**config.mk**
```make
export PLATFORM = sky130hd
export DESIGN_NAME = tmps_ofifo
export DESIGN_NICKNAME = d
export VERILOG_FILES = /design/src/rtl/core/triangular_matrix_product_sum_macros.svh /design/src/rtl/core/tmps_pkg.sv /design/src/rtl/core/tmps_ofifo.sv
export SDC_FILE = /design/constraint.sdc
export NUM_CORES = 1
export LEC_CHECK = 0
export BUFFER_PORTS_ARGS = -buffer_cell sky130_fd_sc_hd__buf_2
export CORE_MARGIN = 5
export CORE_UTILIZATION = 45
export CTS_CLUSTER_DIAMETER = 60
export DETAILED_ROUTE_END_ITERATION = 8
export PLACE_DENSITY = 0.66
export SYNTH_ARGS = -nofsm -noshare
export SYNTH_HDL_FRONTEND = slang
export SYNTH_SLANG_ARGS = --single-unit
```
**constraint.sdc**
```tcl
create_clock -name clk_i -period 4.2 [get_ports clk_i]
set_input_delay 0.42 -clock clk_i [delete_from_list [all_inputs] [get_ports clk_i]]
set_output_delay 0.42 -clock clk_i [all_outputs]
set_load 0.005 [all_outputs]
```
**src/rtl/core/triangular_matrix_product_sum_macros.svh**
```systemverilog
// Assertion macros for the matrix product block.
// Both macros sample on clk_i and are disabled while rst_ni is low.
`ifndef TRIANGULAR_MATRIX_PRODUCT_SUM_MACROS_SVH
`define TRIANGULAR_MATRIX_PRODUCT_SUM_MACROS_SVH

`ifndef NO_ASSERTIONS
// same-cycle implication
`define TMPS_ASSERT_IMP(lbl, ante, cons, msg) \
  lbl: assert property (@(posedge clk_i) disable iff (!rst_ni) (ante) |-> (cons)) \
    else $error(msg);
// next-cycle implication
`define TMPS_ASSERT_NXT(lbl, ante, cons, msg) \
  lbl: assert property (@(posedge clk_i) disable iff (!rst_ni) (ante) |=> (cons)) \
    else $error(msg);
`else
`define TMPS_ASSERT_IMP(lbl, ante, cons, msg)
`define TMPS_ASSERT_NXT(lbl, ante, cons, msg)
`endif

`endif

```
**src/rtl/core/tmps_pkg.sv**
```systemverilog
package tmps_pkg;

  localparam int MAX_DIM   = 64;
  localparam int IDX_W     = $clog2(MAX_DIM);
  localparam int MEM_DEPTH = MAX_DIM * MAX_DIM;
  localparam int ADDR_W    = $clog2(MEM_DEPTH);

  // field widths
  localparam int KIND_W    = 2;
  localparam int ROW_W     = 6;
  localparam int COL_W     = 6;
  localparam int ELEM_W    = 16;
  localparam int SIZE_W    = 7;
  localparam int RES_W     = 64;

  // datapath widths
  localparam int PART_W    = 38;               // Q.16 row of A*B
  localparam int PROD_W    = 2 * ELEM_W;       // Q8.8 x Q8.8
  localparam int WPROD_W   = PART_W + ELEM_W;  // partial x Q8.8
  localparam int SQ_W      = 38;
  localparam int ALIGN_SH  = 8;

  localparam int S_TDATA_W = 32;
  localparam int M_TDATA_W = 80;
  localparam int M_PAD_W   = M_TDATA_W - (ROW_W + COL_W + RES_W);

  localparam logic [SIZE_W-1:0] SIZE_RESET = 7'd64;

  localparam int OFIFO_DEPTH = 4;
  localparam int OFIFO_PTR_W = $clog2(OFIFO_DEPTH);
  localparam int OFIFO_CNT_W = $clog2(OFIFO_DEPTH + 1);

  typedef enum logic [KIND_W-1:0] {
    KIND_LOAD_A  = 2'd0,
    KIND_LOAD_B  = 2'd1,
    KIND_COMPUTE = 2'd2
  } kind_e;

  // control word that travels with each MAC step
  typedef struct packed {
    logic             valid;
    logic             ph2;       // second pass: (AB)B^T + A^T A
    logic             first;     // clears the accumulators
    logic             last;      // closes one output column
    logic             do_sq;     // A^T A term active (k <= r)
    logic             last_col;
    logic [IDX_W-1:0] j;
    logic [IDX_W-1:0] r;
  } ctrl_t;

  typedef struct packed {
    logic [ROW_W-1:0]        row;
    logic [COL_W-1:0]        col;
    logic signed [RES_W-1:0] value;
    logic                    last;
  } res_t;

  typedef struct packed {
    logic credit_ok;
    logic full;
  } ofifo_stat_t;

  function automatic logic [ADDR_W-1:0] mem_addr(input logic [IDX_W-1:0] row,
                                                 input logic [IDX_W-1:0] col);
    mem_addr = ADDR_W'(ADDR_W'(row) * ADDR_W'(MAX_DIM) + ADDR_W'(col));
  endfunction

endpackage

```
**src/rtl/core/tmps_ofifo.sv**
```systemverilog
module tmps_ofifo (
  input  logic                 clk_i,
  input  logic                 rst_ni,
  input  logic                 reserve_i,
  input  logic                 push_i,
  input  tmps_pkg::res_t       entry_i,
  output logic                 valid_o,
  input  logic                 ready_i,
  output tmps_pkg::res_t       entry_o,
  output tmps_pkg::ofifo_stat_t stat_o
);

  tmps_pkg::res_t                   mem_q [tmps_pkg::OFIFO_DEPTH];
  logic [tmps_pkg::OFIFO_PTR_W-1:0] wptr_q, rptr_q;
  logic [tmps_pkg::OFIFO_CNT_W-1:0] count_q, count_d, resv_q, resv_d;
  logic                             pop;

  assign valid_o = (count_q != '0);
  assign pop     = valid_o && ready_i;
  assign entry_o = mem_q[rptr_q];

  // slots are reserved when a column starts, so a push always finds room
  assign stat_o.credit_ok = (resv_q < tmps_pkg::OFIFO_CNT_W'(tmps_pkg::OFIFO_DEPTH));
  assign stat_o.full      = (count_q == tmps_pkg::OFIFO_CNT_W'(tmps_pkg::OFIFO_DEPTH));

  always_comb begin
    count_d = count_q;
    resv_d  = resv_q;
    if (push_i && !pop) begin
      count_d = count_q + tmps_pkg::OFIFO_CNT_W'(1);
    end else if (!push_i && pop) begin
      count_d = count_q - tmps_pkg::OFIFO_CNT_W'(1);
    end
    if (reserve_i && !pop) begin
      resv_d = resv_q + tmps_pkg::OFIFO_CNT_W'(1);
    end else if (!reserve_i && pop) begin
      resv_d = resv_q - tmps_pkg::OFIFO_CNT_W'(1);
    end
  end

  always_ff @(posedge clk_i or negedge rst_ni) begin
    if (!rst_ni) begin
      wptr_q  <= '0;
      rptr_q  <= '0;
      count_q <= '0;
      resv_q  <= '0;
    end else begin
      count_q <= count_d;
      resv_q  <= resv_d;
      if (push_i) begin
        wptr_q <= wptr_q + tmps_pkg::OFIFO_PTR_W'(1);
      end
      if (pop) begin
        rptr_q <= rptr_q + tmps_pkg::OFIFO_PTR_W'(1);
      end
    end
  end

  always_ff @(posedge clk_i) begin
    if (push_i) begin
      mem_q[wptr_q] <= entry_i;
    end
  end

endmodule

```
**Word level (Yosys, flattened, before mapping)**

Memory sizes are Yosys's and may differ from the RTL's.
Index checks and enable logic that the tools add are counted.

- Bits in writable memories: 308
- Memories kept: 1
- Register bits after elaboration: 10
- Output and inout bits: 80

Memory list:

| memory | words | bits a word | read ports | clocked after Yosys merged registers in | write ports | RTL line | text |
|---|---|---|---|---|---|---|---|
| mem_q | 4 | 77 | 1 | 0 | 1 | tmps_ofifo.sv:13 | `tmps_pkg::res_t mem_q [tmps_pkg::OFIFO_DEPTH];` |

- $add $sub $neg: 6
- Mux-type cells: 6
- Magnitude comparators: 1
- Equality and inequality tests: 1
- Reduce and logical (&&, ||, !) cells: 11

Operator list:

| cell | count |
|---|---|
| 2-to-1 mux 3 bit | 4 |
| adder 3 x 1 -> 3 bit (second input constant) | 2 |
| subtractor 3 x 1 -> 3 bit (second input constant) | 2 |
| logical AND 1 bit | 5 |
| adder 2 x 1 -> 2 bit (second input constant) | 2 |
| nonzero test 2 bit | 2 |
| == test 3 bit (second input constant) | 1 |
| logical NOT 1 bit | 3 |
| less-than comparator 3 bit (second input constant) | 1 |
| nonzero test 3 bit | 1 |
| 2-to-1 mux 1 bit | 2 |

**Depth between registers and ports, before layout**

- Word-level depth: 5
- Gate-level depth with buffers: 8

**Worst setup path after synthesis**

Ideal clock, no wire load.

- Path type: register to register
- From: reg wptr_q[0] in the netlist's numbering
- To: mem mem_q[0][0] in the netlist's numbering, enable pin
- Setup slack: 1.340 ns
- Cell stages (with the launch flop): 4
- Data required time: 3.757 ns
- Arrival time: 2.417 ns
- Period minus slack after synthesis: 2.860 ns
- Setup time: 0.443 ns
- Buffers on the path: 0
- Path through: dfrtp_1 -> inv_1 -> ha_1 -> and2_1

RTL lines:

| element | RTL line | text |
|---|---|---|
| start, declared | tmps_ofifo.sv:14 | `logic [tmps_pkg::OFIFO_PTR_W-1:0] wptr_q, rptr_q;` |
| start signal, assigned | tmps_ofifo.sv:51 | `wptr_q <= wptr_q + tmps_pkg::OFIFO_PTR_W'(1);` |
| end, declared | tmps_ofifo.sv:13 |  |

Straight into the memory's write port.

==> impl_metrics.env <==
export IMPL_critPathRequiredTime_ns=3.78
export IMPL_insertion_delay_ns=0.49
export IMPL_post_route_period_util=0.730
export IMPL_cts_max_level=2
export IMPL_p_clk_frac=0.278
export IMPL_setup_viol_count_final=0
export IMPL_r2r_start="wptr_q[0]$_DFFE_PN0P_"
export IMPL_hold_path_class="in -> reg"
export IMPL_drive_gt1_frac=0.453
export IMPL_finClkSkew_ns=0.0138
export IMPL_die_w_um=171
export IMPL_yosysSeqAreaShare=0.814
export IMPL_antenna_found_initial=3
export IMPL_cts_clk_slew_worst_paths_ns=0.06
export IMPL_tightest_slew_ns=0.952
export IMPL_power_density_nw_per_um2=687
export IMPL_coreArea_um2=25800
export IMPL_ys_types=21
export IMPL_peakVddDrop_uv=396
export IMPL_rsz0062_at_grt="false"
export IMPL_die_h_um=171
export IMPL_syn_inst=449
export IMPL_grt_max_degree=60
export IMPL_cp_start_kind="flop"
export IMPL_maxCapViolations=0
export IMPL_status="completed"
export IMPL_power_total_mw=9.52
export IMPL_drt_iter0_markers=294
export IMPL_switching_power_mw=2.55
export IMPL_regToRegSetupSlack_ns=1.93
export IMPL_gp_congestion=0.694
export IMPL_grt_pass1_wl_mm=32.6
export IMPL_p_int_mw=6.97
export IMPL_fmax_ghz=0.326
export IMPL_path_max_fanout=41
export IMPL_cp_end_kind="output port"
export IMPL_p_leak_nw=4.75
export IMPL_routed_wl_mm=21.1
export IMPL_vias_per_cell=5.21
export IMPL_synth_seq_cells=318
export IMPL_port_buffers=161
export IMPL_hold_violations=0
export IMPL_drcViolationCount=0
export IMPL_syn_nets=539
export IMPL_firstDrtPassIters=4
export IMPL_yosys_warnings=0
export IMPL_overflow=0
export IMPL_final_area_um2=13900
export IMPL_grt_total_usage=0.146
export IMPL_fin_crit_ns=3.07
export IMPL_cts_buffers_inserted=34
export IMPL_setup_tns_ns=0
export IMPL_area_delta_synth_final_pct=18.8
export IMPL_cts_tree="yes"
export IMPL_ant_nets=0
export IMPL_reg2reg_to="mem_q[0][73]$_DFFE_PP_"
export IMPL_nFillCells=1998
export IMPL_syn_area_um2=11700
export IMPL_crit_start="rptr_q[0]$_DFFE_PN0P_"
export IMPL_p_seq_frac=0.476
export IMPL_die_area_um2=29200
export IMPL_post_drt_wl_per_cell_um=21.2
export IMPL_start_util=0.453
export IMPL_slew_viol_final=0
export IMPL_dpl_cell_area_um2=12800
export IMPL_dp_hpwl_mm=12.6
export IMPL_syn_area_per_cell_um2=26.0
export IMPL_numClockSinks=318
export IMPL_critPathArrivalTime_ns=2.65
export IMPL_cts_root_buf="clkbuf_16"
export IMPL_fp_row_count=59
export IMPL_post_cts_buffers=0
export IMPL_crit_path_end="entry_o[7]"
export IMPL_clk_path_buf_depth=3
export IMPL_vias=5192
export IMPL_relSlewSlack=0.365
export IMPL_worst_r2r_path_depth=4
export IMPL_swShare=0.268
export IMPL_io_pins=162
export IMPL_nets=727
export IMPL_combPwrFrac=0.247
export IMPL_grt_pass1_vias=5862
export IMPL_worst_setup_path_type="reg -> out"
==> per-layer routing <==
layer  global-route usage  wire (µm)  vias up
li1                     -          -     2299
met1                0.194       8850     2675
met2                0.241      10400      172
met3               0.0370       1490       42
met4               0.0431        433        4
met5                    0         19        -
==> area by class of cell <==
| class | instances | area [µm²] | share of cell area |
|---|---|---|---|
| clock buffers | 46 | 927 | 0.0669 |
| repair buffers | 170 | 888 | 0.0641 |
| flip-flops and latches | 318 | 9510 | 0.686 |
| well taps | 335 | 419 | 0.0302 |
| inverters | 5 | 18.8 | 0.00135 |
| multi-input cells | 108 | 2020 | 0.146 |
| diodes | 2 | 5.00 | 0.000361 |
| clock inverters | 13 | 72.6 | 0.00524 |
==> critical path: stages, from the launching register on <==
cell and delay (ns):
dfrtp_4 0.97, buf_4 0.42, mux4_2 0.55, buf_2 0.15
==> sequential cells by signal (all words and copies together), names as in the netlist <==
name     cells
rptr_q       2
resv_q       3
count_q      3
mem_q      308
wptr_q       2
==> logic make-up (layout without fill, tap and decap cells) <==
| family | Yosys count | in the layout | share of synthesized area |
|---|---|---|---|
| flip-flops | 318 | 318 | 0.814 |
| multiplexers | 79 | 79 | 0.151 |
| buffers and inverters | 23 | 234 | 0.0129 |
| AND/OR/NAND/NOR | 11 | 11 | 0.00504 |
| XOR/XNOR | 9 | 9 | 0.00676 |
| adder cells (fa/ha/maj) | 8 | 8 | 0.00987 |
| AO/OA/AOI/OAI | 1 | 1 | 0.000429 |
| other | 0 | 2 | 0 |
==> power by group through the flow <==
stage | Combinational (mW) | Clock, mW | Sequential [mW]
4_1_cts | 2.44 | 2.73 | 4.55
2_1_floorplan | 1.69 | 0 | 4.36
6_report | 2.35 | 2.64 | 4.53
5_1_grt | 2.57 | 2.86 | 4.61
3_3_place_gp | 2.38 | 0 | 4.57
3_5_place_dp | 2.42 | 0 | 4.61
==> timing repair <==
action / CTS / global route
hold endpoints to repair: 10 / 0
setup endpoints to repair: 0 / 0
hold buffers: 1 / 0
resized for setup: 0 / 0
==> stage by stage <==
step / util / hold WS [ns] / std cells / setup WS, ns
after floorplan: - / 0.124 / 449 / 1.34
after global placement: 0.499 / 0.289 / 935 / 1.60
after detailed placement: 0.499 / 0.289 / 935 / 1.59
after CTS: 0.538 / 0.109 / 995 / 1.05
after global routing: 0.538 / 0.118 / 996 / 0.918
final: 0.538 / 0.138 / 997 / 1.13
==> layout by cell type (no fill, tap or decap), types with 2 or more instances in the layout <==
| cell | synthesis | routed |
|---|---|---|
| xor2_1 | 4 | 4 |
| buf_4 | 4 | 7 |
| nor2_1 | 2 | 2 |
| inv_1 | 5 | 5 |
| clkinvlp_4 | 0 | 2 |
| ha_1 | 6 | 6 |
| clkbuf_16 | 0 | 35 |
| dfrtp_1 | 10 | 8 |
| buf_2 | 7 | 161 |
| dfrtp_4 | 0 | 2 |
| edfxtp_1 | 308 | 308 |
| xnor2_1 | 5 | 5 |
| clkbuf_1 | 4 | 10 |
| clkinv_1 | 0 | 4 |
| fa_1 | 2 | 2 |
| mux4_2 | 77 | 77 |
| nand2_1 | 2 | 2 |
| clkinv_2 | 0 | 5 |
| mux2_2 | 2 | 2 |
| diode_2 | 0 | 2 |
| and2_4 | 0 | 4 |
==> cells in the mapped netlist <==
library cell	number	area (µm²)
mux4_2	77	1730
buf_2	7	35.0
o21ai_0	1	5.00
fa_1	2	40.0
nand3_1	1	5.00
dfrtp_1	10	250
nor2_1	2	7.51
edfxtp_1	308	9250
nand2_1	2	7.51
and2_1	4	25.0
clkbuf_1	4	15.0
buf_6	1	11.3
buf_4	4	30.0
or3_1	1	6.26
nor3b_1	1	7.51
inv_1	5	18.8
xor2_1	4	35.0
ha_1	6	75.1
mux2_2	2	22.5
buf_12	2	40.0
xnor2_1	5	43.8
==> worst min path at each step <==
stage / start / depth (start not counted) / endpoint / slack (ns)
final: entry_i[66] / 1 / mem_q[3][66]$_DFFE_PP_ / 0.14
after global routing: entry_i[59] / 1 / mem_q[0][59]$_DFFE_PP_ / 0.12
after floorplan: rst_ni / 0 / count_q[0]$_DFFE_PN0P_ / 0.12
after global placement: rst_ni / 1 / rptr_q[1]$_DFFE_PN0P_ / 0.29
after CTS: entry_i[66] / 1 / mem_q[2][66]$_DFFE_PP_ / 0.11
after detailed placement: rst_ni / 1 / rptr_q[1]$_DFFE_PN0P_ / 0.29
Power figures use the tool's default switching activity.
