<file path="src/rtl/core/triangular_matrix_product_sum_macros.svh">
// Assertion macros for the matrix product block.
// Both macros sample on clk_i and are disabled while rst_ni is low.
`ifndef TRIANGULAR_MATRIX_PRODUCT_SUM_MACROS_SVH
`define TRIANGULAR_MATRIX_PRODUCT_SUM_MACROS_SVH

`ifndef NO_ASSERTIONS
// same-cycle implication
`define TMPS_ASSERT_IMP(lbl, ante, cons, msg) \
  lbl: assert property (@(posedge clk_i) disable iff (!rst_ni) (ante) |-> (cons)) \
    else $error(msg);
// next-cycle implication
`define TMPS_ASSERT_NXT(lbl, ante, cons, msg) \
  lbl: assert property (@(posedge clk_i) disable iff (!rst_ni) (ante) |=> (cons)) \
    else $error(msg);
`else
`define TMPS_ASSERT_IMP(lbl, ante, cons, msg)
`define TMPS_ASSERT_NXT(lbl, ante, cons, msg)
`endif

`endif

</file>
<file path="src/rtl/core/tmps_pkg.sv">
package tmps_pkg;

  localparam int MAX_DIM   = 64;
  localparam int IDX_W     = $clog2(MAX_DIM);
  localparam int MEM_DEPTH = MAX_DIM * MAX_DIM;
  localparam int ADDR_W    = $clog2(MEM_DEPTH);

  // field widths
  localparam int KIND_W    = 2;
  localparam int ROW_W     = 6;
  localparam int COL_W     = 6;
  localparam int ELEM_W    = 16;
  localparam int SIZE_W    = 7;
  localparam int RES_W     = 64;

  // datapath widths
  localparam int PART_W    = 38;               // Q.16 row of A*B
  localparam int PROD_W    = 2 * ELEM_W;       // Q8.8 x Q8.8
  localparam int WPROD_W   = PART_W + ELEM_W;  // partial x Q8.8
  localparam int SQ_W      = 38;
  localparam int ALIGN_SH  = 8;

  localparam int S_TDATA_W = 32;
  localparam int M_TDATA_W = 80;
  localparam int M_PAD_W   = M_TDATA_W - (ROW_W + COL_W + RES_W);

  localparam logic [SIZE_W-1:0] SIZE_RESET = 7'd64;

  localparam int OFIFO_DEPTH = 4;
  localparam int OFIFO_PTR_W = $clog2(OFIFO_DEPTH);
  localparam int OFIFO_CNT_W = $clog2(OFIFO_DEPTH + 1);

  typedef enum logic [KIND_W-1:0] {
    KIND_LOAD_A  = 2'd0,
    KIND_LOAD_B  = 2'd1,
    KIND_COMPUTE = 2'd2
  } kind_e;

  // control word that travels with each MAC step
  typedef struct packed {
    logic             valid;
    logic             ph2;       // second pass: (AB)B^T + A^T A
    logic             first;     // clears the accumulators
    logic             last;      // closes one output column
    logic             do_sq;     // A^T A term active (k <= r)
    logic             last_col;
    logic [IDX_W-1:0] j;
    logic [IDX_W-1:0] r;
  } ctrl_t;

  typedef struct packed {
    logic [ROW_W-1:0]        row;
    logic [COL_W-1:0]        col;
    logic signed [RES_W-1:0] value;
    logic                    last;
  } res_t;

  typedef struct packed {
    logic credit_ok;
    logic full;
  } ofifo_stat_t;

  function automatic logic [ADDR_W-1:0] mem_addr(input logic [IDX_W-1:0] row,
                                                 input logic [IDX_W-1:0] col);
    mem_addr = ADDR_W'(ADDR_W'(row) * ADDR_W'(MAX_DIM) + ADDR_W'(col));
  endfunction

endpackage

</file>
<file path="src/rtl/core/tmps_mac.sv">
module tmps_mac (
  input  logic                          clk_i,
  input  logic                          rst_ni,
  input  tmps_pkg::ctrl_t               issue_i,
  input  logic [tmps_pkg::ELEM_W-1:0]   a0_data_i,
  input  logic [tmps_pkg::ELEM_W-1:0]   a1_data_i,
  input  logic [tmps_pkg::ELEM_W-1:0]   b_data_i,
  input  logic [tmps_pkg::PART_W-1:0]   p_data_i,
  output logic                          busy_o,
  output logic                          p_we_o,
  output logic [tmps_pkg::IDX_W-1:0]    p_waddr_o,
  output logic [tmps_pkg::PART_W-1:0]   p_wdata_o,
  output logic                          res_valid_o,
  output tmps_pkg::res_t                res_o
);

  tmps_pkg::ctrl_t c1_q, c2_q, c3_q, c3_d;

  logic signed [tmps_pkg::ELEM_W-1:0]  a0, a1, b, mul_rhs;
  logic signed [tmps_pkg::PART_W-1:0]  p;
  logic signed [tmps_pkg::PROD_W-1:0]  m1_d, m1_q;
  logic signed [tmps_pkg::WPROD_W-1:0] m2_d, m2_q;
  logic signed [tmps_pkg::RES_W-1:0]   acc_q, acc_d, acc_add;
  logic signed [tmps_pkg::SQ_W-1:0]    sq_q, sq_d, sq_add;

  assign a0 = $signed(a0_data_i);
  assign a1 = $signed(a1_data_i);
  assign b  = $signed(b_data_i);
  assign p  = $signed(p_data_i);

  // first pass: A[r][k]*B[k][j]; second pass: A[k][r]*A[k][j] and P[k]*B[j][k]
  assign mul_rhs = c1_q.ph2 ? a1 : b;
  assign m1_d    = a0 * mul_rhs;
  assign m2_d    = p * b;

  assign acc_add = c2_q.ph2 ? tmps_pkg::RES_W'(m2_q) : tmps_pkg::RES_W'(m1_q);
  assign sq_add  = (c2_q.ph2 && c2_q.do_sq) ? tmps_pkg::SQ_W'(m1_q) : '0;

  always_comb begin
    acc_d = acc_q;
    sq_d  = sq_q;
    if (c2_q.valid) begin
      acc_d = c2_q.first ? acc_add : acc_q + acc_add;
      sq_d  = c2_q.first ? sq_add : sq_q + sq_add;
    end
    c3_d       = c2_q;
    c3_d.valid = c2_q.valid && c2_q.last;
  end

  always_ff @(posedge clk_i or negedge rst_ni) begin
    if (!rst_ni) begin
      c1_q <= '0;
      c2_q <= '0;
      c3_q <= '0;
    end else begin
      c1_q <= issue_i;
      c2_q <= c1_q;
      c3_q <= c3_d;
    end
  end

  always_ff @(posedge clk_i) begin
    m1_q  <= m1_d;
    m2_q  <= m2_d;
    acc_q <= acc_d;
    sq_q  <= sq_d;
  end

  assign busy_o = c1_q.valid || c2_q.valid || c3_q.valid;

  assign p_we_o    = c3_q.valid && !c3_q.ph2;
  assign p_waddr_o = c3_q.j;
  assign p_wdata_o = acc_q[tmps_pkg::PART_W-1:0];

  assign res_valid_o = c3_q.valid && c3_q.ph2;
  assign res_o.row   = tmps_pkg::ROW_W'(c3_q.r);
  assign res_o.col   = tmps_pkg::COL_W'(c3_q.j);
  assign res_o.value = acc_q + (tmps_pkg::RES_W'(sq_q) <<< tmps_pkg::ALIGN_SH);
  assign res_o.last  = c3_q.last_col;

endmodule

</file>
<file path="config.mk">
export PLATFORM = sky130hd
export DESIGN_NAME = tmps_mac
export DESIGN_NICKNAME = d
export VERILOG_FILES = /design/src/rtl/core/triangular_matrix_product_sum_macros.svh /design/src/rtl/core/tmps_pkg.sv /design/src/rtl/core/tmps_mac.sv
export SDC_FILE = /design/constraint.sdc
export NUM_CORES = 2
export LEC_CHECK = 0
export ABC_AREA = 1
export BUFFER_PORTS_ARGS = -buffer_cell sky130_fd_sc_hd__clkbuf_2
export CORE_AREA = 2 2 409 249
export CTS_CLUSTER_DIAMETER = 40
export DETAILED_ROUTE_END_ITERATION = 12
export DIE_AREA = 0 0 411 251
export PLACE_DENSITY = 0.69
export SKIP_LAST_GASP = 1
export SLEW_MARGIN = 20
export SYNTH_ARGS = -nofsm -noshare
export SYNTH_HDL_FRONTEND = slang
export SYNTH_SLANG_ARGS = --single-unit
</file>
<file path="constraint.sdc">
create_clock -name clk_i -period 10.05 [get_ports clk_i]
set_input_delay 1.005 -clock clk_i [delete_from_list [all_inputs] [get_ports clk_i]]
set_output_delay 1.005 -clock clk_i [all_outputs]
set_load 0.1 [all_outputs]
</file>
Word-level counts from Yosys, hierarchy flattened
Index checks and enable logic that the tools add are counted.
- flip-flop bits (word level): 239
- input port bits: 106
- output and inout port bits: 124
- logic and storage cells: 42
- add/sub/neg operators: 3
- reductions and logical operators: 7
- multipliers: 2
- mux-type cells: 5
- operators with widths (cell ; number):
    64-bit 2-to-1 mux ; 2
    38-bit 2-to-1 mux ; 2
    64-bit by 46-bit adder with 64-bit output ; 1
    64-bit adder ; 1
    38-bit by 16-bit multiplier with 54-bit output ; 1
    38-bit adder ; 1
    16-bit by 16-bit multiplier with 32-bit output ; 1
    16-bit 2-to-1 mux ; 1
    1-bit logical AND ; 4
    1-bit logical OR ; 2
    1-bit zero test ; 1

Logic depth before layout (Yosys ltp)
- word-level depth: 4
- depth in mapped cells: 30
- mapped depth without buffers: 28

Worst setup path after synthesis
Ideal clock, no wire load.
- path kind: in2reg
- start: input b_data_i[1] (netlist bit)
- end: register m2_q[50] (netlist bit)
- library setup time: 0.112 ns
- stages on the path: 24
- data arrival time: 6.131 ns
- buffers on the path: 2
- data required time: 9.938 ns
- path slack: 3.807 ns
- path through: clkbuf_1 clkbuf_1 nand2_1 fa_1 inv_1 fa_1 inv_1 fa_1 inv_1 fa_1 fa_1 inv_1 fa_1 inv_1 ha_1 a21oi_1 a21boi_0 o21ai_0 a21oi_1 nand2_1 nand2_1 nand2_1 nand2_1 nand2_1
- word-level cells in the longest chain between the ends: 1
- ends and longest elaborated chain (element ; RTL line ; text):
    start: declaration ; tmps_mac.sv:7 ; input logic [tmps_pkg::ELEM_W-1:0] b_data_i,
    38-bit by 16-bit multiplier with 54-bit output ; tmps_mac.sv:34 ; assign m2_d = p * b;
    net m2_d, one bit ; tmps_mac.sv:22 ; logic signed [tmps_pkg::WPROD_W-1:0] m2_d, m2_q;
    end signal: assignment ; tmps_mac.sv:64 ; m2_q <= m2_d;
    end: declaration ; tmps_mac.sv:22 ;
The timed path passes the listed nets, and every way through them passes these cells.
A chain may end at the register's enable or synchronous reset.

Worst setup path after layout
- start: input b_data_i[4] (netlist bit)
- end: register m1_q[31] (netlist bit)
- word-level cells in the longest chain between the ends: 2
- ends and longest elaborated chain (element ; RTL line ; text):
    16-bit 2-to-1 mux ; tmps_mac.sv:32 ; assign mul_rhs = c1_q.ph2 ? a1 : b;
    16-bit by 16-bit multiplier with 32-bit output ; tmps_mac.sv:33 ; assign m1_d = a0 * mul_rhs;
    net m1_d, one bit ; tmps_mac.sv:21 ; logic signed [tmps_pkg::PROD_W-1:0] m1_d, m1_q;
    end signal: assignment ; tmps_mac.sv:63 ; m1_q <= m1_d;
    end: declaration ; tmps_mac.sv:21 ;
The timed path passes the listed nets, and every way through them passes these cells.

==> results by stage <==
Synth:
- For this run, the register share of the synthesized area comes to 11.4%.
- The count of distinct cell types in the synthesized netlist is just over 50.
- The cell count after synthesis is around 7,500.
- Sorting the synthesized cells by area gives the leading types as sky130_fd_sc_hd__fa_1 (31%), sky130_fd_sc_hd__nand2_1 (15%), sky130_fd_sc_hd__inv_1 (13%), sky130_fd_sc_hd__ha_1 (8.5%), sky130_fd_sc_hd__edfxtp_1 (5.7%).
- Yosys mapped a number of flops with a built-in enable equal to about 100.
- The post-synth design cell area is 53,300 um^2.
- The share of async-settable or async-resettable flops after synthesis is a little over a fifth.
- The synthesized area per cell is around 7.1 um^2.
- The most common cell in the synthesized netlist is sky130_fd_sc_hd__nand2_1.
- The area share of the largest cell type after synthesis is a little under a third.
- The commonest cells after synthesis are sky130_fd_sc_hd__nand2_1 (2,136), sky130_fd_sc_hd__inv_1 (1,852), sky130_fd_sc_hd__fa_1 (835).
- The number of warnings issued by yosys is 0.
- Among all flip-flop cells after synthesis, the most frequent one is sky130_fd_sc_hd__edfxtp_1.
- After synthesis the netlist holds a flip-flop and latch count of ~240.
- The net count of the mapped netlist is 8,847.
- The leading area contributor after synthesis is sky130_fd_sc_hd__fa_1.

Timing:
- The final hold violation count is 0.
- Based on the critical path, the design can be clocked at up to 0.138 GHz.
- Setup total negative slack on the finished layout was measured at 0 ps.
- Across the routed clock network, the largest skew measured is 18.9 ps.
- The worst path needs 7250 ps of the cycle, external delays included.
- The final setup violation count is 0.
- At the pin with the least slew margin, the transition time is around 1200 ps.
- The max-slew violation total from the final report is 0.
- The final critical path takes up 72.2% of the cycle.
- Measured against its own limit, the worst slew margin works out to 19.6%.
- Setup repair after global routing left no endpoint under its margin.

Global routing:
- The global-route wire length before repair is 294,000 um.
- In the global route stage, overall resource usage came out at 38.1%.
- The initial antenna violation count was 6.
- Entering global routing, the biggest net connects 75 pins.
- The number of global-route vias before repair came to 48,000.
- After global routing the overflow that remains totals 0.

Min path:
- The classification of the worst-slack hold path is in -> async.

Placed design:
- Detailed placement finished with a half-perimeter wire length of 164,000 um.
- Routability-driven placement finished with a final weighted congestion of between 1 and 1.5.
- During placement, the flow inserted port buffers numbering 229.

Clock network:
- The clock-pin slew reported for the worst setup and hold paths after clock tree synthesis is 70 ps.
- The number of setup buffers added after CTS is 0.
- The number of H-tree levels is 1.
- Post-CTS repair changed the size of 0 cells.
- The number of buffers added by the clock tree synthesis step is 31.
- The clock tree buffer depth is 3.
- The buffer type at the clock tree root is sky130_fd_sc_hd__clkbuf_16.
- The TritonCTS clock tree is done.
- The clock sink total is 239.
- The post-cts hold buffer count is 0.
- The clock reaches the later pin of the worst-skew pair after around 640 ps.

Layout:
- Compared with the post-synthesis result, the final layout area differs by 5.40%.
- The final layout contains ~8,900 nets.
- The final core area utilization is a little under three fifths.
- The post-route netlist has roughly 6.1% of its cells at a drive strength greater than 1.

Floorplanning:
- The die covers just over 100,000 um^2.
- From left edge to right edge, the die measures 411 um.
- The total area inside the core boundary comes to 99,500 um^2.
- Measured along the y axis, the die boundary spans between 200 and 300 um.
- The top-level I/O count is 230.
- The floorplan has 90 rows.
- The initial utilization of the core area, before any placement, comes to a little over half.

Drt:
- The routed length per placed instance is approximately 22 um.
- After detailed routing, the number of remaining DRC violations is 0.
- The pre-antenna-repair detailed-routing pass consisted of 10 iterations.
- The remaining number of nets flagged by the antenna check after routing is 0.
- The detail-routed via count per cell is 5.53.
- The routed layout has 49,400 vias.
- The DRC violation total after the first TritonRoute iteration is 6,479.
- The final routed wirelength across all metal layers is 194,000 um.

Critical path:
- STA classifies the critical path endpoint as a register.
- The data required time of the worst path is 10,570 ps.
- The worst-path maximum fanout is 39.
- The data arrival time of the worst path is 7780 ps.
- The kind of critical path is in -> reg.
- STA classifies the critical path startpoint as a primary input.

Run status:
- The run finished with clean final reports.

Job:
- Max-cap violations in this run came to 0.
[routing by layer]
metal	wire, um	share of wire [%]	global-route usage [%]	vias to the layer above
li1	-	-	-	22300
met4	2870	1.5	5.31	4
met1	88500	46	59.0	23900
met3	32100	17	17.3	204
met5	26	0.013	0	-
met2	70800	36	48.4	2957
[through the flow]
| stage | cell area, um^2 | hold slack, ps | std cells | setup WS (ps) |
|---|---|---|---|---|
| 2_1_floorplan | 53300 | 331 | 7543 | 3810 |
| 3_3_place_gp | 55100 | 332 | 8873 | 2460 |
| 3_5_place_dp | 55100 | 335 | 8873 | 2390 |
| 4_1_cts | 56200 | 224 | 8931 | 3020 |
| 5_1_grt | 56200 | 241 | 8932 | 2550 |
| 6_report | 56200 | 229 | 8934 | 2800 |
[final timing paths]
kind	start	to	slack (ps)	cells past startpoint
max	b_data_i[4]	m1_q[31]	2800	20
min	rst_ni	c1_q[13]	230	1
max reg2reg	c1_q[16]	m1_q[31]	2910	21
min reg2reg	c1_q[12]	c2_q[12]	350	0
max in group asynchronous	rst_ni	c2_q[15]	9040	2
min in group clk_i	c1_q[12]	c2_q[12]	350	0
[placed cells by master, fill, tap and decap left out, types with 102 or more instances in the layout]
master,synthesis,routed
sky130_fd_sc_hd__a21oi_1,285,285
sky130_fd_sc_hd__clkbuf_2,0,229
sky130_fd_sc_hd__edfxtp_1,102,102
sky130_fd_sc_hd__fa_1,835,835
sky130_fd_sc_hd__ha_1,363,363
sky130_fd_sc_hd__inv_1,1852,1852
sky130_fd_sc_hd__nand2_1,2136,2136
sky130_fd_sc_hd__nand3_1,225,225
sky130_fd_sc_hd__nor2_1,560,560
sky130_fd_sc_hd__o21ai_0,241,239
[layout make-up]
cell class | instances | area [um^2]
antenna | 3 | 7.51
clock buffer | 32 | 790
clock inverter | 26 | 295
fill | 9829 | 43400
inverter | 1860 | 6980
multi-input combinational | 5185 | 39000
sequential | 239 | 6070
tap | 1334 | 1670
timing repair buffer | 255 | 1340
[worst max-delay path, cell delays in order]
cell and delay, ps:
sky130_fd_sc_hd__clkbuf_2 870, sky130_fd_sc_hd__or2_2 250, sky130_fd_sc_hd__nand2_1 120, sky130_fd_sc_hd__nor2_1 480, sky130_fd_sc_hd__fa_1 550, sky130_fd_sc_hd__fa_1 820
sky130_fd_sc_hd__inv_1 110, sky130_fd_sc_hd__fa_1 470, sky130_fd_sc_hd__fa_1 540, sky130_fd_sc_hd__inv_1 50, sky130_fd_sc_hd__fa_1 510, sky130_fd_sc_hd__fa_1 420
sky130_fd_sc_hd__ha_1 370, sky130_fd_sc_hd__nand2_1 130, sky130_fd_sc_hd__o21ai_0 400, sky130_fd_sc_hd__a21oi_1 110, sky130_fd_sc_hd__o21ai_0 330, sky130_fd_sc_hd__nor2_1 100
sky130_fd_sc_hd__nand3_1 80, sky130_fd_sc_hd__nand2_1 40
[cell families (layout without fill, tap and decap cells)]
family          count (synthesis)  in the layout  share of synthesized area, %
simple gates                 3189           3189                          24.3
buf+inv                      2119           2173                          15.4
fa+ha+maj                    1198           1198                          39.9
compound gates                643            643                          6.50
flops                         239            239                          11.4
xor+xnor                      154            154                          2.53
mux                             1              1                        0.0188
other cells                     0              3                             0
[state kept, by name, indices dropped and copies added, names as in the netlist]
signal / cells
m1_q: 32
c2_q: 18
res_o: 7
acc_q: 64
m2_q: 54
sq_q: 38
c3_q: 2
c1_q: 18
p_waddr_o: 6
Power is left out: the tool's default activity adds up to more than one toggle a clock period on the data nets, which glitch-free logic cannot reach.
