$ cat config.mk
export PLATFORM = sky130hd
export DESIGN_NAME = tmps_seq
export DESIGN_NICKNAME = d
export VERILOG_FILES = /design/src/rtl/core/triangular_matrix_product_sum_macros.svh /design/src/rtl/core/tmps_pkg.sv /design/src/rtl/core/tmps_seq.sv
export SDC_FILE = /design/constraint.sdc
export NUM_CORES = 1
export LEC_CHECK = 0
export BUFFER_PORTS_ARGS = -buffer_cell sky130_fd_sc_hd__buf_2
export CORE_MARGIN = 3
export CORE_UTILIZATION = 51
export DETAILED_ROUTE_END_ITERATION = 8
export PLACE_DENSITY = 0.83
export SYNTH_ARGS = -nofsm -noshare
export SYNTH_HDL_FRONTEND = slang
export SYNTH_SLANG_ARGS = --single-unit
$ cat constraint.sdc
create_clock -name clk_i -period 2.85 [get_ports clk_i]
set_input_delay 0 -clock clk_i [delete_from_list [all_inputs] [get_ports clk_i]]
set_output_delay 0 -clock clk_i [all_outputs]
set_load 0.05 [all_outputs]
$ cat src/rtl/core/triangular_matrix_product_sum_macros.svh
// Assertion macros for the matrix product block.
// Both macros sample on clk_i and are disabled while rst_ni is low.
`ifndef TRIANGULAR_MATRIX_PRODUCT_SUM_MACROS_SVH
`define TRIANGULAR_MATRIX_PRODUCT_SUM_MACROS_SVH

`ifndef NO_ASSERTIONS
// same-cycle implication
`define TMPS_ASSERT_IMP(lbl, ante, cons, msg) \
  lbl: assert property (@(posedge clk_i) disable iff (!rst_ni) (ante) |-> (cons)) \
    else $error(msg);
// next-cycle implication
`define TMPS_ASSERT_NXT(lbl, ante, cons, msg) \
  lbl: assert property (@(posedge clk_i) disable iff (!rst_ni) (ante) |=> (cons)) \
    else $error(msg);
`else
`define TMPS_ASSERT_IMP(lbl, ante, cons, msg)
`define TMPS_ASSERT_NXT(lbl, ante, cons, msg)
`endif

`endif

$ cat src/rtl/core/tmps_pkg.sv
package tmps_pkg;

  localparam int MAX_DIM   = 64;
  localparam int IDX_W     = $clog2(MAX_DIM);
  localparam int MEM_DEPTH = MAX_DIM * MAX_DIM;
  localparam int ADDR_W    = $clog2(MEM_DEPTH);

  // field widths
  localparam int KIND_W    = 2;
  localparam int ROW_W     = 6;
  localparam int COL_W     = 6;
  localparam int ELEM_W    = 16;
  localparam int SIZE_W    = 7;
  localparam int RES_W     = 64;

  // datapath widths
  localparam int PART_W    = 38;               // Q.16 row of A*B
  localparam int PROD_W    = 2 * ELEM_W;       // Q8.8 x Q8.8
  localparam int WPROD_W   = PART_W + ELEM_W;  // partial x Q8.8
  localparam int SQ_W      = 38;
  localparam int ALIGN_SH  = 8;

  localparam int S_TDATA_W = 32;
  localparam int M_TDATA_W = 80;
  localparam int M_PAD_W   = M_TDATA_W - (ROW_W + COL_W + RES_W);

  localparam logic [SIZE_W-1:0] SIZE_RESET = 7'd64;

  localparam int OFIFO_DEPTH = 4;
  localparam int OFIFO_PTR_W = $clog2(OFIFO_DEPTH);
  localparam int OFIFO_CNT_W = $clog2(OFIFO_DEPTH + 1);

  typedef enum logic [KIND_W-1:0] {
    KIND_LOAD_A  = 2'd0,
    KIND_LOAD_B  = 2'd1,
    KIND_COMPUTE = 2'd2
  } kind_e;

  // control word that travels with each MAC step
  typedef struct packed {
    logic             valid;
    logic             ph2;       // second pass: (AB)B^T + A^T A
    logic             first;     // clears the accumulators
    logic             last;      // closes one output column
    logic             do_sq;     // A^T A term active (k <= r)
    logic             last_col;
    logic [IDX_W-1:0] j;
    logic [IDX_W-1:0] r;
  } ctrl_t;

  typedef struct packed {
    logic [ROW_W-1:0]        row;
    logic [COL_W-1:0]        col;
    logic signed [RES_W-1:0] value;
    logic                    last;
  } res_t;

  typedef struct packed {
    logic credit_ok;
    logic full;
  } ofifo_stat_t;

  function automatic logic [ADDR_W-1:0] mem_addr(input logic [IDX_W-1:0] row,
                                                 input logic [IDX_W-1:0] col);
    mem_addr = ADDR_W'(ADDR_W'(row) * ADDR_W'(MAX_DIM) + ADDR_W'(col));
  endfunction

endpackage

$ cat src/rtl/core/tmps_seq.sv
module tmps_seq (
  input  logic                                 clk_i,
  input  logic                                 rst_ni,
  input  logic                                 in_valid_i,
  output logic                                 in_ready_o,
  input  logic [tmps_pkg::KIND_W-1:0]          kind_i,
  input  logic [tmps_pkg::ROW_W-1:0]           row_i,
  input  logic [tmps_pkg::SIZE_W-1:0]          size_i,
  input  logic                                 busy_i,
  input  logic                                 credit_ok_i,
  output tmps_pkg::ctrl_t                      issue_o,
  output logic [tmps_pkg::ADDR_W-1:0]          a0_addr_o,
  output logic [tmps_pkg::ADDR_W-1:0]          a1_addr_o,
  output logic [tmps_pkg::ADDR_W-1:0]          b_addr_o,
  output logic [tmps_pkg::IDX_W-1:0]           p_addr_o
);

  typedef enum logic [3:0] {
    ST_IDLE  = 4'b0001,
    ST_P1    = 4'b0010,
    ST_DRAIN = 4'b0100,
    ST_P2    = 4'b1000
  } state_e;

  state_e                       state_q, state_d;
  logic [tmps_pkg::IDX_W-1:0]   j_q, j_d, k_q, k_d, r_q, r_d, nm1_q, nm1_d;
  logic [tmps_pkg::SIZE_W-1:0]  eff;
  logic                         start;

  always_comb begin
    if (size_i == '0) begin
      eff = tmps_pkg::SIZE_W'(1);
    end else if (size_i > tmps_pkg::SIZE_W'(tmps_pkg::MAX_DIM)) begin
      eff = tmps_pkg::SIZE_W'(tmps_pkg::MAX_DIM);
    end else begin
      eff = size_i;
    end
  end

  assign in_ready_o = (state_q == ST_IDLE);
  assign start = in_valid_i && in_ready_o && (kind_i == tmps_pkg::KIND_COMPUTE)
                 && (tmps_pkg::SIZE_W'(row_i) < eff);

  // step issue: second pass waits at each column start for an output slot
  always_comb begin
    issue_o.valid    = (state_q == ST_P1) ||
                       ((state_q == ST_P2) && ((k_q != '0) || credit_ok_i));
    issue_o.ph2      = (state_q == ST_P2);
    issue_o.first    = (state_q == ST_P2) ? (k_q == '0) : (k_q == r_q);
    issue_o.last     = (k_q == nm1_q);
    issue_o.do_sq    = (k_q <= r_q);
    issue_o.last_col = (j_q == nm1_q);
    issue_o.j        = j_q;
    issue_o.r        = r_q;
  end

  always_comb begin
    if (state_q == ST_P2) begin
      a0_addr_o = tmps_pkg::mem_addr(k_q, r_q);
      b_addr_o  = tmps_pkg::mem_addr(j_q, k_q);
    end else begin
      a0_addr_o = tmps_pkg::mem_addr(r_q, k_q);
      b_addr_o  = tmps_pkg::mem_addr(k_q, j_q);
    end
    a1_addr_o = tmps_pkg::mem_addr(k_q, j_q);
    p_addr_o  = k_q;
  end

  always_comb begin
    state_d = state_q;
    j_d     = j_q;
    k_d     = k_q;
    r_d     = r_q;
    nm1_d   = nm1_q;
    case (state_q)
      ST_IDLE: begin
        if (start) begin
          state_d = ST_P1;
          r_d     = row_i[tmps_pkg::IDX_W-1:0];
          k_d     = row_i[tmps_pkg::IDX_W-1:0];
          j_d     = '0;
          nm1_d   = tmps_pkg::IDX_W'(eff - tmps_pkg::SIZE_W'(1));
        end
      end
      ST_P1: begin
        if (k_q == nm1_q) begin
          k_d = r_q;
          j_d = j_q + tmps_pkg::IDX_W'(1);
          if (j_q == nm1_q) begin
            state_d = ST_DRAIN;
          end
        end else begin
          k_d = k_q + tmps_pkg::IDX_W'(1);
        end
      end
      ST_DRAIN: begin
        // partial row must be fully written before the second pass reads it
        if (!busy_i) begin
          state_d = ST_P2;
          j_d     = '0;
          k_d     = '0;
        end
      end
      ST_P2: begin
        if (issue_o.valid) begin
          if (k_q == nm1_q) begin
            k_d = '0;
            j_d = j_q + tmps_pkg::IDX_W'(1);
            if (j_q == nm1_q) begin
              state_d = ST_IDLE;
            end
          end else begin
            k_d = k_q + tmps_pkg::IDX_W'(1);
          end
        end
      end
      default: begin
        state_d = ST_IDLE;
      end
    endcase
  end

  always_ff @(posedge clk_i or negedge rst_ni) begin
    if (!rst_ni) begin
      state_q <= ST_IDLE;
      j_q     <= '0;
      k_q     <= '0;
      r_q     <= '0;
      nm1_q   <= '0;
    end else begin
      state_q <= state_d;
      j_q     <= j_d;
      k_q     <= k_d;
      r_q     <= r_d;
      nm1_q   <= nm1_d;
    end
  end

endmodule

# Yosys cells after proc, flatten, opt, wreduce, memory -nomap -nowiden
# Index checks and enable logic that the tools add are counted.
# totals
ff_bits	28
input_bits	20
output_inout_bits	61
# op_classes
n_mux	23
eq_ne	15
n_reduce_logical	13
addsub	7
n_lt_le_gt_ge	3
# op_table
operator	count
$add A12 B6 Y12	4
$mux W6	8
$pmux W6 S4	2
$mux W4	7
$mux W12	2
$eq A6 B6 Y1	3
$pmux W4 S4	1
$mux W7	2
$add A6 B1 Y6 const B	2
$ne A2 B2 Y1 const B	5
$gt A7 B7 Y1 const B	1
$logic_not A7 Y1	1
$lt A6 B7 Y1	1
$reduce_and A7 Y1	1
$le A6 B6 Y1	1
$logic_not A6 Y1	1
$reduce_bool A6 Y1	1
$sub A6 B1 Y6 const B	1
$eq A4 B1 Y1 const B	1
$eq A4 B2 Y1 const B	1
$eq A4 B3 Y1 const B	1
$eq A4 B4 Y1 const B	1
$logic_and A1 B1 Y1	4
$ne A2 B1 Y1 const B	2
other kinds (6)	7

# Longest topological paths before layout
# depth
ltp_word	7
mapped_depth	10

# Least setup slack after synthesis
# No wires, ideal clock.
# synth_timing
path_kind	reg-to-reg
startpoint	reg state_q[0]
endpoint	reg nm1_q[1] in the netlist's numbering
stages_incl_launch_ff	7
slack_ps	-65
required_ps	2771
setup_ps	79
t_arrival_ps	2836
period_less_slack_ps	2915
path_cell_list	dfstp_2 buf_2 nand2b_1 nor3_1 nor3b_1 buf_2 mux2i_1
# synth_between
elab_chain_len	5
# synth_lines
element	line	text
from (decl)	tmps_seq.sv:25	state_e state_q, state_d;
from (signal assigned)	tmps_seq.sv:131	state_q <= state_d;
$eq A4 B1 Y1 (*)	tmps_seq.sv:40	assign in_ready_o = (state_q == ST_IDLE);
net in_ready_o	tmps_seq.sv:5	output logic in_ready_o,
$logic_and A1 B1 Y1 (2 in series)	tmps_seq.sv:41	assign start = in_valid_i && in_ready_o && (kind_i == tmps_pkg::KIND_COMPUTE)
$logic_and A1 B1 Y1	tmps_seq.sv:42	&& (tmps_pkg::SIZE_W'(row_i) < eff);
$reduce_and A2 Y1 (no source line) (*)	n/a	
to (signal assigned)	tmps_seq.sv:135	nm1_q <= nm1_d;
to (decl)	tmps_seq.sv:26	logic [tmps_pkg::IDX_W-1:0] j_q, j_d, k_q, k_d, r_q, r_d, nm1_q, nm1_d;
# Mark *: on every way through the listed nets, which the timed path passes. The rest lies on a longest branch.
# A chain may end at the register's enable or synchronous reset.

# Worst setup path after layout
# layout_timing
startpoint	reg state_q[2]
endpoint	reg j_q[1] in the netlist's numbering
# layout_between
elab_chain_len	6
# layout_lines
element	line	text
$eq A4 B1 Y1	tmps_seq.sv:40, tmps_seq.sv:75	
$logic_and A1 B1 Y1 (2 in series)	tmps_seq.sv:41	
$logic_and A1 B1 Y1	tmps_seq.sv:42	
$ne A2 B1 Y1 (no source line)	n/a	
$reduce_and A4 Y1 (no source line)	n/a	
to (signal assigned)	tmps_seq.sv:132	j_q <= j_d;
to (decl)	tmps_seq.sv:26	
# Parallel ways exist; a longest one is shown, timed or not.

==> results by stage <==
Setup path:
- The worst register-to-register path has a depth of 6.
- The required time of the worst setup path is 3.06 ns.
- In this run the worst setup path terminates at j_q[1]$_DFFE_PN0P_.
- The data arrival time of the worst path is between 2 and 3 ns.
- Across all register-to-register paths, the minimum setup slack is 0.33 ns.
- Tracing the worst setup path back leads to its startpoint at state_q[2]$_DFFE_PN0P_.
- The reg-to-reg critical path endpoint is j_q[1]$_DFFE_PN0P_.
- STA classifies the critical path startpoint as a flop.
- The top fanout value on the critical path is 21.
- The largest individual stage delay along the critical path comes from the cell or4b_4.
- The worst reg2reg path startpoint is state_q[2]$_DFFE_PN0P_.
- The largest stage delay on the critical path is roughly 0.70 ns.
- The kind of capture point of the worst setup path is a flop.
- The critical path goes through or4b_4 -> a31oi_1 -> a2bb2oi_1 -> a21bo_2 -> a21oi_4 -> mux2i_1.
- The critical path class is reg -> reg.

STA:
- The clock period could shrink to 2.52 ns.
- The tightest hold path in the finished design has a slack of ~0.0047 ns.
- The final count of hold timing violations was 0.
- The headroom to the max-slew limit is 0.457.
- Setup repair after global routing left no endpoint under its margin.
- Of the available clock period, the critical path in the final layout requires 0.883.
- For the final routed database, the setup TNS stands at 0 ns.
- For this run, the top clock speed supported by timing is between 300 and 400 MHz.
- The final setup violation count is 0.
- The total count of max-transition violations in the final report is 0.
- For the pin with the worst max-slew slack, the measured transition is a little over 0.8 ns.
- The clock skew is between 0.004 and 0.005 ns.
- The setup slack after layout is about 0.33 ns.

Power:
- For this design the ratio of total power to cell area is 1260 mW/mm2.
- The design draws 3.53 mW.
- The maximum ir drop on the vdd rail is between 600 and 700 uV.
- The leakage power is 1.43 nW.

Hold path:
- The tightest min-delay check is of the in -> reg type.

Logic synthesis:
- The number of instances in the synthesized netlist is ~290.
- Of the synthesized area, sequential elements account for 0.297.
- Synthesis inferred 28 register bits.
- Counting flops with a built-in enable in the synthesized netlist gives 0.
- Synthesis instantiated 52 different standard cells from the library.
- In this run the mean area of a mapped cell was 8.05 um2.
- The prevailing post-synth register cell is dfrtp_1.
- The mapped netlist covers 0.00236 mm2.
- The count of warnings emitted by yosys is 0.
- The number of nets in the synthesized netlist is 328.
- After synthesis, the share of flip-flops with an asynchronous set or reset is 1.00.

Clock network:
- The number of buffers inserted by post-CTS setup repair is 0.
- The clock transition at the register clock pins on the worst setup and hold paths after CTS is 0.10 ns.
- In this run the number of H-tree levels came out at 1.
- The TritonCTS buffer count is 3.
- For the worst-skew pair, the clock arrives at the later sink with an insertion delay of roughly 0.28 ns.
- TritonCTS built the clock tree.
- Clock tree synthesis selected as its root buffer the cell clkbuf_8.
- The clock net in this run drives a total of 28 sinks.
- Counting along the longest clock path gives a buffer depth of 2.

Detailed routing:
- The number of antenna-violating nets in the routed design is 0.
- The count of vias placed by the detailed router is 2331.
- Summed over all layers, the routed wires come to between 6 and 7 mm.
- The number of DRC violations after detailed-routing iteration 0 is approximately 120.
- The per-cell routed wire length is 15.0 um.
- The number of vias per cell after detailed routing is 5.71.
- After detailed routing, the number of remaining DRC violations is 0.
- The iteration count of the initial detailed-routing pass is 4.

Place:
- The instance area after placement is around 0.0027 mm2.
- The setup slack at placement is 0.316 ns.
- Port buffering added 80 buffers.
- The final estimated routing congestion in global placement is between 0.9 and 1.
- The HPWL after detailed placement is 4.89 mm.
- In this run, placement finished with an instance count of between 300 and 400.

Floorplanning:
- The core region area is 0.00441 mm2.
- The x dimension of the die is 74.0 um.
- The initial standard-cell utilization of the core is 0.535.
- In this run the vertical extent of the chip is 74.0 um.
- The site row count is 24.
- The number of top-level pins is 81.
- The die covers 0.00548 mm2.

Global route:
- In the global route stage, met2 resource usage came out at 0.375.
- The highest-utilization routing layer at the global route stage is met2.
- Global routing finished with a remaining overflow of 0.
- For met3 alone, demand over resource in global routing was 0.0311.
- Entering global routing, the biggest net connects 29 pins.
- The number of global-route vias before repair is roughly 2100.
- The initial antenna violation count is 0.
- The global routing met1 resource utilization is 0.310.
- The wire length of the first global-routing pass is 9.76 mm.
- The total routing resource utilization after global routing is 0.229.

Cells and area:
- The post-layout utilization of the core is 0.632.
- The net count reported at finish is 392.
- The finished layout cell area is 0.00279 mm2.
- The number of fill cells in the layout is 392.
- The area used by multi-input combinational logic is roughly 0.0014 mm2.
- The area added between synthesis and finish is 18.3%.
- 0 antenna diodes ended up in the layout.
- The library cells used most frequently in the layout, excluding fill and tap cells, are 80 x buf_2, 55 x nand2_1, 27 x dfrtp_1, 25 x o21ai_0, 15 x ha_1.
- Excluding fillers, the count of instances in the completed layout stands at 408.
- The most frequent standard cell in the layout excluding fill and tap cells is buf_2.
- The sequential cells in the finished layout cover a total of 702 um2.
- Of the cells placed in the final design, the portion with a size suffix greater than 1 is 0.292.

Run:
- The number of max-capacitance violations reported is 0.

Run status:
- The flow ran to the end, and the final reports show no timing, DRC or antenna violations.
final cells by class:
cell class                      count  area share
Inverter                           14      0.0188
Clock buffer                        4      0.0197
Multi-Input combinational cell    221       0.514
Sequential cell                    28       0.251
Tap cell                           52      0.0233
Timing Repair Buffer               89       0.173
cells in the mapped netlist, types with 2 or more instances:
cell       instances  area share
nor2b_1            4       0.011
a31oi_1            7       0.019
clkbuf_1           9       0.014
a21bo_2            3       0.013
inv_1             14       0.022
nand3_1            6       0.013
o21ai_0           25       0.053
mux2i_1            3       0.013
o21ai_1            8       0.017
nand2_1           55       0.087
ha_1              15       0.080
nor3b_1            3      0.0095
xnor2_1            7       0.026
xor2_1            11       0.041
buf_6              2      0.0095
buf_2              5       0.011
mux2_2             3       0.014
nor4_1             3      0.0080
a221oi_1           4       0.015
nand2b_1           4       0.011
dfrtp_1           27        0.29
nor3_1             3      0.0064
or2_2              2      0.0053
a21oi_1            9       0.019
nand4_1            2      0.0053
and3_1             5       0.013
nor2_1            13       0.021
a211oi_1           2      0.0064
nor4b_1            2      0.0074
o2bb2ai_1          2      0.0074
buf_4             14       0.045
sequential cells by signal, summed over array words and instances (netlist names):
signal and count:
state_q 4, nm1_q 6, p_addr_o 6, r_q 6, j_q 6
where the power goes:
part / internal [mW] / switching (mW)
sequential: 0.551 / 0.262
clock: 0.124 / 0.128
combinational: 0.664 / 1.80
cells by family after synthesis:
group / share of synthesized area
muxes: 0.0270
and+or+nand+nor: 0.230
AOI/OAI and AO/OA: 0.198
xor gates and xnor gates: 0.0668
adders and majority gates: 0.0795
buffers and inverters: 0.101
DFF: 0.297
what timing repair did:
item                                    4_1_cts  5_1_grt
gates resized for setup                       0        0
endpoints found under the setup margin        0        0
hold buffers                                  6        0
hold endpoints to repair                     33        0
worst min path at each step:
| stage | start | to | cells after the start |
|---|---|---|---|
| floorplan | rst_ni | j_q[0]$_DFFE_PN0P_ | 0 |
| global placement | rst_ni | nm1_q[0]$_DFFE_PN0P_ | 1 |
| detailed placement | rst_ni | state_q[1]$_DFFE_PN0P_ | 1 |
| CTS | row_i[4] | r_q[4]$_DFFE_PN0P_ | 3 |
| global route | row_i[4] | r_q[4]$_DFFE_PN0P_ | 3 |
| finish | row_i[4] | r_q[4]$_DFFE_PN0P_ | 3 |
critical path: cells and delay by family, from the launching register on:
kind | cells | cell delay (ns)
flops | 1 | 0.50
compound gates | 4 | 1.04
mux | 1 | 0.20
simple gates | 1 | 0.70
routing by layer:
layer  share of wire  up-vias
met5               0        -
met2            0.46       96
met3           0.084       14
li1                -     1134
met1            0.43     1087
met4           0.022        0
Note: power is estimated with default switching activity, not from simulation.
